--- src/sv/rime_pkg.sv ---
// Shared types and constants for the RGBA image merge engine.
package rime_pkg;

  localparam int PIXEL_W     = 32;
  localparam int CHAN_W      = 8;
  localparam int COUNT_W     = 5;
  localparam int SIDE_W      = 11;
  localparam int CFG_INDEX_W = 3;
  localparam int CFG_DATA_W  = 11;

  typedef enum logic [1:0] {
    MODE_OVERWRITE = 2'd0,
    MODE_ALPHA     = 2'd1,
    MODE_MASK      = 2'd2,
    MODE_TILE      = 2'd3
  } merge_mode_t;

  localparam logic CMD_SCAN  = 1'b0;
  localparam logic CMD_MERGE = 1'b1;

  localparam logic [CFG_INDEX_W-1:0] CFG_MERGE_MODE   = 3'd0;
  localparam logic [CFG_INDEX_W-1:0] CFG_TILES_ACROSS = 3'd1;
  localparam logic [CFG_INDEX_W-1:0] CFG_TILES_DOWN   = 3'd2;
  localparam logic [CFG_INDEX_W-1:0] CFG_TILE_WIDTH   = 3'd3;
  localparam logic [CFG_INDEX_W-1:0] CFG_TILE_HEIGHT  = 3'd4;

  localparam merge_mode_t        RST_MERGE_MODE   = MODE_ALPHA;
  localparam logic [COUNT_W-1:0] RST_TILES_ACROSS = 5'd1;
  localparam logic [COUNT_W-1:0] RST_TILES_DOWN   = 5'd1;
  localparam logic [SIDE_W-1:0]  RST_TILE_WIDTH   = 11'd16;
  localparam logic [SIDE_W-1:0]  RST_TILE_HEIGHT  = 11'd16;

  typedef struct packed {
    merge_mode_t        mode;
    logic [COUNT_W-1:0] tiles_across;
    logic [COUNT_W-1:0] tiles_down;
    logic [SIDE_W-1:0]  tile_width;
    logic [SIDE_W-1:0]  tile_height;
  } cfg_t;

  // What the raster tracker knows about the pixel currently being processed
  typedef struct packed {
    logic ok;
    logic marked;
    logic last;
  } tile_info_t;

endpackage

--- src/sv/rime_raster.sv ---
// Raster position counters, geometry check and per-tile mark flags.
module rime_raster
  import rime_pkg::*;
#(
  parameter int MAX_TILES_ACROSS = 16,
  parameter int MAX_TILES_DOWN   = 16,
  parameter int MAX_TILE_SIDE    = 1024
) (
  input  logic       clk,
  input  logic       rst,
  input  cfg_t       cfg,
  input  logic       step,
  input  logic       scan,
  input  logic       src_visible,
  output tile_info_t info
);

  localparam int COL_W      = (MAX_TILE_SIDE > 1) ? $clog2(MAX_TILE_SIDE) : 1;
  localparam int TCOL_W     = (MAX_TILES_ACROSS > 1) ? $clog2(MAX_TILES_ACROSS) : 1;
  localparam int TROW_W     = (MAX_TILES_DOWN > 1) ? $clog2(MAX_TILES_DOWN) : 1;
  localparam int MARK_COUNT = MAX_TILES_ACROSS * MAX_TILES_DOWN;
  localparam int SLOT_W     = (MARK_COUNT > 1) ? $clog2(MARK_COUNT) : 1;
  localparam int BSUM_W     = SLOT_W + COUNT_W;

  logic [COL_W-1:0]      column_in_tile, column_in_tile_next;
  logic [COL_W-1:0]      row_in_tile, row_in_tile_next;
  logic [TCOL_W-1:0]     tile_column, tile_column_next;
  logic [TROW_W-1:0]     tile_row, tile_row_next;
  logic [SLOT_W-1:0]     tile_row_base, tile_row_base_next;
  logic [MARK_COUNT-1:0] tile_marks, tile_marks_next;

  logic [COL_W:0]    col_inc, row_inc;
  logic [TCOL_W:0]   tcol_inc;
  logic [TROW_W:0]   trow_inc;
  logic [BSUM_W-1:0] base_sum;
  logic [SLOT_W:0]   slot;
  logic [SLOT_W-1:0] slot_idx;
  logic              slot_in_range;
  logic              geom_ok;
  logic              at_origin;
  logic              at_last;

  always_comb begin
    col_inc  = {1'b0, column_in_tile} + (COL_W+1)'(1);
    row_inc  = {1'b0, row_in_tile} + (COL_W+1)'(1);
    tcol_inc = {1'b0, tile_column} + (TCOL_W+1)'(1);
    trow_inc = {1'b0, tile_row} + (TROW_W+1)'(1);
    base_sum = BSUM_W'(tile_row_base) + BSUM_W'(cfg.tiles_across);
    slot     = (SLOT_W+1)'(tile_row_base) + (SLOT_W+1)'(tile_column);
    slot_idx = slot[SLOT_W-1:0];
    slot_in_range = 32'(slot) < 32'(MARK_COUNT);

    geom_ok = (cfg.tiles_across != '0) && (32'(cfg.tiles_across) <= 32'(MAX_TILES_ACROSS)) &&
              (cfg.tiles_down != '0) && (32'(cfg.tiles_down) <= 32'(MAX_TILES_DOWN)) &&
              (cfg.tile_width != '0) && (32'(cfg.tile_width) <= 32'(MAX_TILE_SIDE)) &&
              (cfg.tile_height != '0) && (32'(cfg.tile_height) <= 32'(MAX_TILE_SIDE));

    at_origin = (column_in_tile == '0) && (row_in_tile == '0) &&
                (tile_column == '0) && (tile_row == '0);

    at_last = (32'(col_inc) >= 32'(cfg.tile_width)) &&
              (32'(tcol_inc) >= 32'(cfg.tiles_across)) &&
              (32'(row_inc) >= 32'(cfg.tile_height)) &&
              (32'(trow_inc) >= 32'(cfg.tiles_down));

    info.ok     = geom_ok;
    info.marked = slot_in_range && tile_marks[slot_idx];
    info.last   = at_last;

    column_in_tile_next = column_in_tile;
    row_in_tile_next    = row_in_tile;
    tile_column_next    = tile_column;
    tile_row_next       = tile_row;
    tile_row_base_next  = tile_row_base;
    tile_marks_next     = tile_marks;

    if (step && geom_ok) begin
      // carry ripples pixel -> tile column -> row -> tile row
      if (32'(col_inc) < 32'(cfg.tile_width)) begin
        column_in_tile_next = col_inc[COL_W-1:0];
      end else begin
        column_in_tile_next = '0;
        if (32'(tcol_inc) < 32'(cfg.tiles_across)) begin
          tile_column_next = tcol_inc[TCOL_W-1:0];
        end else begin
          tile_column_next = '0;
          if (32'(row_inc) < 32'(cfg.tile_height)) begin
            row_in_tile_next = row_inc[COL_W-1:0];
          end else begin
            row_in_tile_next = '0;
            if ((32'(trow_inc) < 32'(cfg.tiles_down)) &&
                (32'(base_sum) < 32'(MARK_COUNT))) begin
              tile_row_next      = trow_inc[TROW_W-1:0];
              tile_row_base_next = base_sum[SLOT_W-1:0];
            end else begin
              tile_row_next      = '0;
              tile_row_base_next = '0;
            end
          end
        end
      end

      if (scan) begin
        if (at_origin) begin
          tile_marks_next = '0;
        end
        if (src_visible && slot_in_range) begin
          tile_marks_next[slot_idx] = 1'b1;
        end
      end
    end
  end

  always_ff @(posedge clk) begin
    if (rst) begin
      column_in_tile <= '0;
      row_in_tile    <= '0;
      tile_column    <= '0;
      tile_row       <= '0;
      tile_row_base  <= '0;
      tile_marks     <= '0;
    end else begin
      column_in_tile <= column_in_tile_next;
      row_in_tile    <= row_in_tile_next;
      tile_column    <= tile_column_next;
      tile_row       <= tile_row_next;
      tile_row_base  <= tile_row_base_next;
      tile_marks     <= tile_marks_next;
    end
  end

endmodule

--- src/sv/rime_merge.sv ---
// Per-pixel merge datapath: mode select, mask blend lanes and tile rules.
module rime_merge
  import rime_pkg::*;
(
  input  merge_mode_t        mode,
  input  tile_info_t         info,
  input  logic [PIXEL_W-1:0] dest_px,
  input  logic [PIXEL_W-1:0] src_px,
  input  logic [PIXEL_W-1:0] mask_px,
  output logic [PIXEL_W-1:0] merged_px,
  output logic               cleared,
  output logic               fend,
  output logic               stat
);

  localparam int LANES = PIXEL_W / CHAN_W;

  logic [PIXEL_W-1:0] blend_px;
  logic               src_visible;

  for (genvar g = 0; g < LANES; g++) begin : g_lane
    logic [CHAN_W-1:0] sc, dc, mc;
    logic [15:0]       acc;
    logic [15:0]       quo;

    always_comb begin
      sc  = src_px[g*CHAN_W +: CHAN_W];
      dc  = dest_px[g*CHAN_W +: CHAN_W];
      mc  = mask_px[g*CHAN_W +: CHAN_W];
      acc = 16'(sc) * 16'(mc) + 16'(dc) * 16'(8'd255 - mc);
      // exact floor(acc/255) for acc up to 255*255
      quo = acc + 16'd1 + 16'(acc[15:8]);
      blend_px[g*CHAN_W +: CHAN_W] = quo[15:8];
    end
  end

  always_comb begin
    src_visible = src_px[31:24] != '0;
    merged_px   = dest_px;
    cleared     = 1'b0;
    stat        = 1'b0;
    case (mode)
      MODE_OVERWRITE: merged_px = src_px;
      MODE_ALPHA:     merged_px = src_visible ? src_px : dest_px;
      MODE_MASK:      merged_px = blend_px;
      MODE_TILE: begin
        if (!info.ok) begin
          stat = 1'b1;
        end else begin
          cleared   = info.marked;
          merged_px = src_visible ? src_px : (info.marked ? '0 : dest_px);
        end
      end
      default:        merged_px = dest_px;
    endcase
    fend = info.ok && info.last;
  end

endmodule

--- src/sv/rgba_image_merge_engine_core.sv ---
// Top level of the RGBA image merge engine: registers, handshakes and stage wiring.
//
// Pixels stream in raster order on the input channel (in_valid/in_ready) with
// cmd, dest_pixel, src_pixel and mask_pixel. cmd 0 is a scan beat that only
// updates the tile marks; cmd 1 is a merge beat that yields one result beat on
// the output channel (out_valid/out_ready) carrying merged_pixel,
// in_cleared_tile, frame_end and status. Both kinds of beat advance the raster
// position. Registers are written on the cfg channel (cfg_index, cfg_data),
// which is always ready; write them only while the engine is idle.
// A merge beat is captured in the input register and its result in the result
// register. Throughput: one beat per cycle while results are taken, set by the
// single input register and single result register with the merge logic between
// them. When the receiver stalls, the result holds and the input register keeps
// taking one more beat; scan beats keep draining since they make no result.
// Reset clears the position, all tile marks and both stages, and loads the
// register defaults: alpha threshold, one 16x16 tile.
module rgba_image_merge_engine_core
  import rime_pkg::*;
#(
  parameter int MAX_TILES_ACROSS = 16,
  parameter int MAX_TILES_DOWN   = 16,
  parameter int MAX_TILE_SIDE    = 1024
) (
  input  logic                   clk,
  input  logic                   rst,
  input  logic                   cfg_valid,
  output logic                   cfg_ready,
  input  logic [CFG_INDEX_W-1:0] cfg_index,
  input  logic [CFG_DATA_W-1:0]  cfg_data,
  input  logic                   in_valid,
  output logic                   in_ready,
  input  logic                   cmd,
  input  logic [PIXEL_W-1:0]     dest_pixel,
  input  logic [PIXEL_W-1:0]     src_pixel,
  input  logic [PIXEL_W-1:0]     mask_pixel,
  output logic                   out_valid,
  input  logic                   out_ready,
  output logic [PIXEL_W-1:0]     merged_pixel,
  output logic                   in_cleared_tile,
  output logic                   frame_end,
  output logic                   status
);

  cfg_t cfg;

  logic               in_full;
  logic               cmd_r;
  logic [PIXEL_W-1:0] dest_r, src_r, mask_r;

  logic               out_free;
  logic               fire;
  tile_info_t         info;
  logic [PIXEL_W-1:0] merged_px;
  logic               cleared, fend, stat;

  assign cfg_ready = 1'b1;

  always_ff @(posedge clk) begin
    if (rst) begin
      cfg.mode         <= RST_MERGE_MODE;
      cfg.tiles_across <= RST_TILES_ACROSS;
      cfg.tiles_down   <= RST_TILES_DOWN;
      cfg.tile_width   <= RST_TILE_WIDTH;
      cfg.tile_height  <= RST_TILE_HEIGHT;
    end else if (cfg_valid && cfg_ready) begin
      unique case (cfg_index)
        CFG_MERGE_MODE:   cfg.mode         <= merge_mode_t'(cfg_data[1:0]);
        CFG_TILES_ACROSS: cfg.tiles_across <= cfg_data[COUNT_W-1:0];
        CFG_TILES_DOWN:   cfg.tiles_down   <= cfg_data[COUNT_W-1:0];
        CFG_TILE_WIDTH:   cfg.tile_width   <= cfg_data[SIDE_W-1:0];
        CFG_TILE_HEIGHT:  cfg.tile_height  <= cfg_data[SIDE_W-1:0];
        default: ;
      endcase
    end
  end

  // scan beats never wait on the output side
  assign out_free = !out_valid || out_ready;
  assign fire     = in_full && ((cmd_r == CMD_SCAN) || out_free);
  assign in_ready = !in_full || fire;

  always_ff @(posedge clk) begin
    if (rst) begin
      in_full <= 1'b0;
    end else if (in_ready) begin
      in_full <= in_valid;
    end
  end

  always_ff @(posedge clk) begin
    if (in_valid && in_ready) begin
      cmd_r  <= cmd;
      dest_r <= dest_pixel;
      src_r  <= src_pixel;
      mask_r <= mask_pixel;
    end
  end

  rime_raster #(
    .MAX_TILES_ACROSS(MAX_TILES_ACROSS),
    .MAX_TILES_DOWN  (MAX_TILES_DOWN),
    .MAX_TILE_SIDE   (MAX_TILE_SIDE)
  ) u_raster (
    .clk        (clk),
    .rst        (rst),
    .cfg        (cfg),
    .step       (fire),
    .scan       (cmd_r == CMD_SCAN),
    .src_visible(src_r[31:24] != '0),
    .info       (info)
  );

  rime_merge u_merge (
    .mode     (cfg.mode),
    .info     (info),
    .dest_px  (dest_r),
    .src_px   (src_r),
    .mask_px  (mask_r),
    .merged_px(merged_px),
    .cleared  (cleared),
    .fend     (fend),
    .stat     (stat)
  );

  always_ff @(posedge clk) begin
    if (rst) begin
      out_valid <= 1'b0;
    end else if (fire && (cmd_r == CMD_MERGE)) begin
      out_valid <= 1'b1;
    end else if (out_ready) begin
      out_valid <= 1'b0;
    end
  end

  always_ff @(posedge clk) begin
    if (fire && (cmd_r == CMD_MERGE)) begin
      merged_pixel    <= merged_px;
      in_cleared_tile <= cleared;
      frame_end       <= fend;
      status          <= stat;
    end
  end

endmodule

--- config.mk ---
export PLATFORM = sky130hd
export DESIGN_NAME = rgba_image_merge_engine_core
export DESIGN_NICKNAME = d
export VERILOG_FILES = /design/src/sv/rime_pkg.sv /design/src/sv/rime_raster.sv /design/src/sv/rime_merge.sv /design/src/sv/rgba_image_merge_engine_core.sv
export SDC_FILE = /design/constraint.sdc
export NUM_CORES = 2
export LEC_CHECK = 0
export BUFFER_PORTS_ARGS = -buffer_cell sky130_fd_sc_hd__buf_2
export CAP_MARGIN = 20
export CORE_MARGIN = 2
export CORE_UTILIZATION = 60
export DETAILED_ROUTE_END_ITERATION = 16
export PLACE_DENSITY = 0.86
export REMOVE_ABC_BUFFERS = 1
export SYNTH_ARGS = -nofsm -noshare
export SYNTH_HDL_FRONTEND = slang
export SYNTH_SLANG_ARGS = --single-unit
--- constraint.sdc ---
create_clock -name clk -period 15.2 [get_ports clk]
set_input_delay 0.76 -clock clk [delete_from_list [all_inputs] [get_ports clk]]
set_output_delay 0.76 -clock clk [all_outputs]
set_load 0.02 [all_outputs]
==> results.yml <==
grt:
  grt_pass1_wl_microns: 170800
  grt_pass1_vias: 32940
  grt_max_degree: 257
  grt_overflow: 0
  antenna_found_initial: 4
  grt_usage_pct: 30.46
clock_network:
  ctsResizeCount: 0
  clock-sinks: 460
  root_buffer: "clkbuf_16"
  cts_tree: "yes"
  cts_max_path_buffers: 3
  postCtsSetupBuffers: 0
  postCtsHoldBufs: 0
  clk_latency_ns: 0.63
  cts_buffers: 51
  h-tree-depth: 2
  clk_pin_slew_ns: 0.07
critical_path:
  worst-setup-path-type: "reg2reg"
  cp_common_cell: "fa_1"
  crit_arrival_ns: 8.68
  critPathRequiredTime_ns: 15.57
  slowest_stage: "edfxtp_1"
  worst-path-max-fanout: 16
  cp-start-kind: "flop"
  cpPeakStageDelay_ns: 0.64
  end_kind: "flop"
floorplanning:
  die_h_microns: 263.4
  die_area_sq_um: 69380
  core_region_area_sq_um: 66920
  die_w_microns: 263.4
  ios: 154
  initial_core_util_pct: 60.33
  rows: 95
yosys:
  synth-seq-area-share_pct: 26.08
  syn_area_sq_um: 40380
  synth-edff-count: 132
  ys_async_sr_fraction_pct: 0
  yosys_warnings: 0
  synth_cell_types: 93
  synth_cells: 4336
  syn_area_per_cell_sq_um: 9.312
  ys_seq_elements: 460
  synth_flop_cell: "dfxtp_1"
sta:
  tns_ns: 0
  rsz0062_at_grt: "false"
  drv_slew: 0
  setup_violations: 0
  finalCritPeriodShare_pct: 54.66
  hold_viol_final: 0
  relSlewSlack_pct: 15.26
  tightest_slew_ns: 1.271
  fmax_mhz: 120.4
  finClkSkew_ns: 0.04271
  setup_ws_ns: 6.891
  period_needed_ns: 8.309
layout:
  fillers: 5090
  syn_to_final_growth_pct: 7.778
  nets: 5171
  layout_commonest_cell: "inv_1"
  layout-drive-gt1-share_pct: 9.116
  layout_common_cells: "inv_1 (631), nor2_1 (440), fa_1 (385)"
route:
  drc_errors: 0
  wire_per_inst_microns: 20.05
  drt_iter0_drc: 3441
  routed_wl_microns: 105700
  vias: 32180
  vias_per_cell: 6.102
  antenna_left: 0
  drtPass1Iterations: 7
job:
  maxCapViolations: 0
min_path:
  hp-class: "in2reg"
placement:
  place.gp.congestion: 0.9615
  hpwl_microns: 74430
  io_buffers: 152
  place_ws_ns: 6.976
outcome:
  status: "complete, no violations"
==> final cells by class <==
type / count / area, sq um / share of cell area (%)
clock buffer: 76 / 1555 / 3.574
timing repair buffer: 197 / 1127 / 2.591
tap: 873 / 1092 / 2.510
antenna: 2 / 5.005 / 0.01150
inverter: 634 / 2380 / 5.469
clock inverter: 19 / 216.5 / 0.4974
multi-input combinational: 3013 / 26610 / 61.15
sequential: 460 / 10530 / 24.20
==> synth_stat cells (all sizes together), types with 49 or more instances <==
cell | instances | area share (%)
nor2 | 443 | 4.1
xnor2 | 82 | 1.8
nor2b | 178 | 2.8
clkbuf | 208 | 1.9
dfxtp | 328 | 16
mux4 | 77 | 4.3
edfxtp | 132 | 9.8
inv | 632 | 5.9
a21oi | 143 | 1.8
ha | 312 | 9.7
nand2 | 274 | 2.5
nand2b | 105 | 1.6
fa | 386 | 19
and2 | 152 | 2.4
a22oi | 263 | 4.9
o21ai | 82 | 1.0
nand3 | 49 | 0.61
==> logic make-up after synthesis <==
kind of cell / count (synthesis) / share of synthesized area, %
muxes: 103 / 4.964
DFF: 460 / 26.08
other: 2 / 0.01860
and+or+nand+nor: 1348 / 16.44
xor gates and xnor gates: 132 / 3.021
buffers and inverters: 870 / 8.215
adders and majority gates: 701 / 28.88
AOI/OAI and AO/OA: 720 / 12.38
==> path summary, 6_finish.rpt <==
path / start / to / slack (ns) / cells past startpoint
hold / removal: mask_pixel[26] / mask_r[26] / 0.30 / 1
setup / recovery: mask_r[20] / merged_pixel[22] / 6.89 / 27
hold reg to reg: cfg[2] / cfg[2] / 0.47 / 2
setup reg to reg: mask_r[20] / merged_pixel[22] / 6.89 / 27
==> stage by stage <==
step                hold slack (ns)  util, %  instance area [sq um]  instances
CTS                          0.2817    64.88                  43420       5260
detailed placement           0.4487    62.23                  41640       5165
global route                 0.2923    65.02                  43510       5272
finish                       0.3014    65.03                  43520       5274
floorplan                    0.4303        -                  39470       4107
global placement             0.4452    62.23                  41640       5165
==> worst max-delay path: cells and delay by family, from the launching register on <==
kind / cells / cell delay (ns)
adder cells (fa/ha/maj): 10 / 4.44
AO/OA/AOI/OAI: 7 / 1.52
AND/OR/NAND/NOR: 4 / 1.02
flip-flops: 1 / 0.64
buffers and inverters: 4 / 0.20
XOR/XNOR: 1 / 0.17
multiplexers: 1 / 0.10
==> flip-flops by register name, summed over array words and instances, names as in the netlist, 4 cells and up <==
register	flops
cfg	34
u_raster.column_in_tile	10
u_raster.row_in_tile	10
merged_pixel	32
mask_r	32
u_raster.tile_marks	256
u_raster.tile_row	4
src_r	32
u_raster.tile_column	4
dest_r	32
u_raster.tile_row_base	8
==> metal layers <==
metal	track usage (%)	up-vias	part of all wire (%)
li1	-	14470	-
met1	38.63	15670	38
met2	51.40	1679	48
met3	5.603	355	9.5
met4	12.69	4	4.3
met5	0	-	0.025
Power is not shown: default switching activity piles up to over one toggle a cycle in this logic, so the estimate is an artifact.
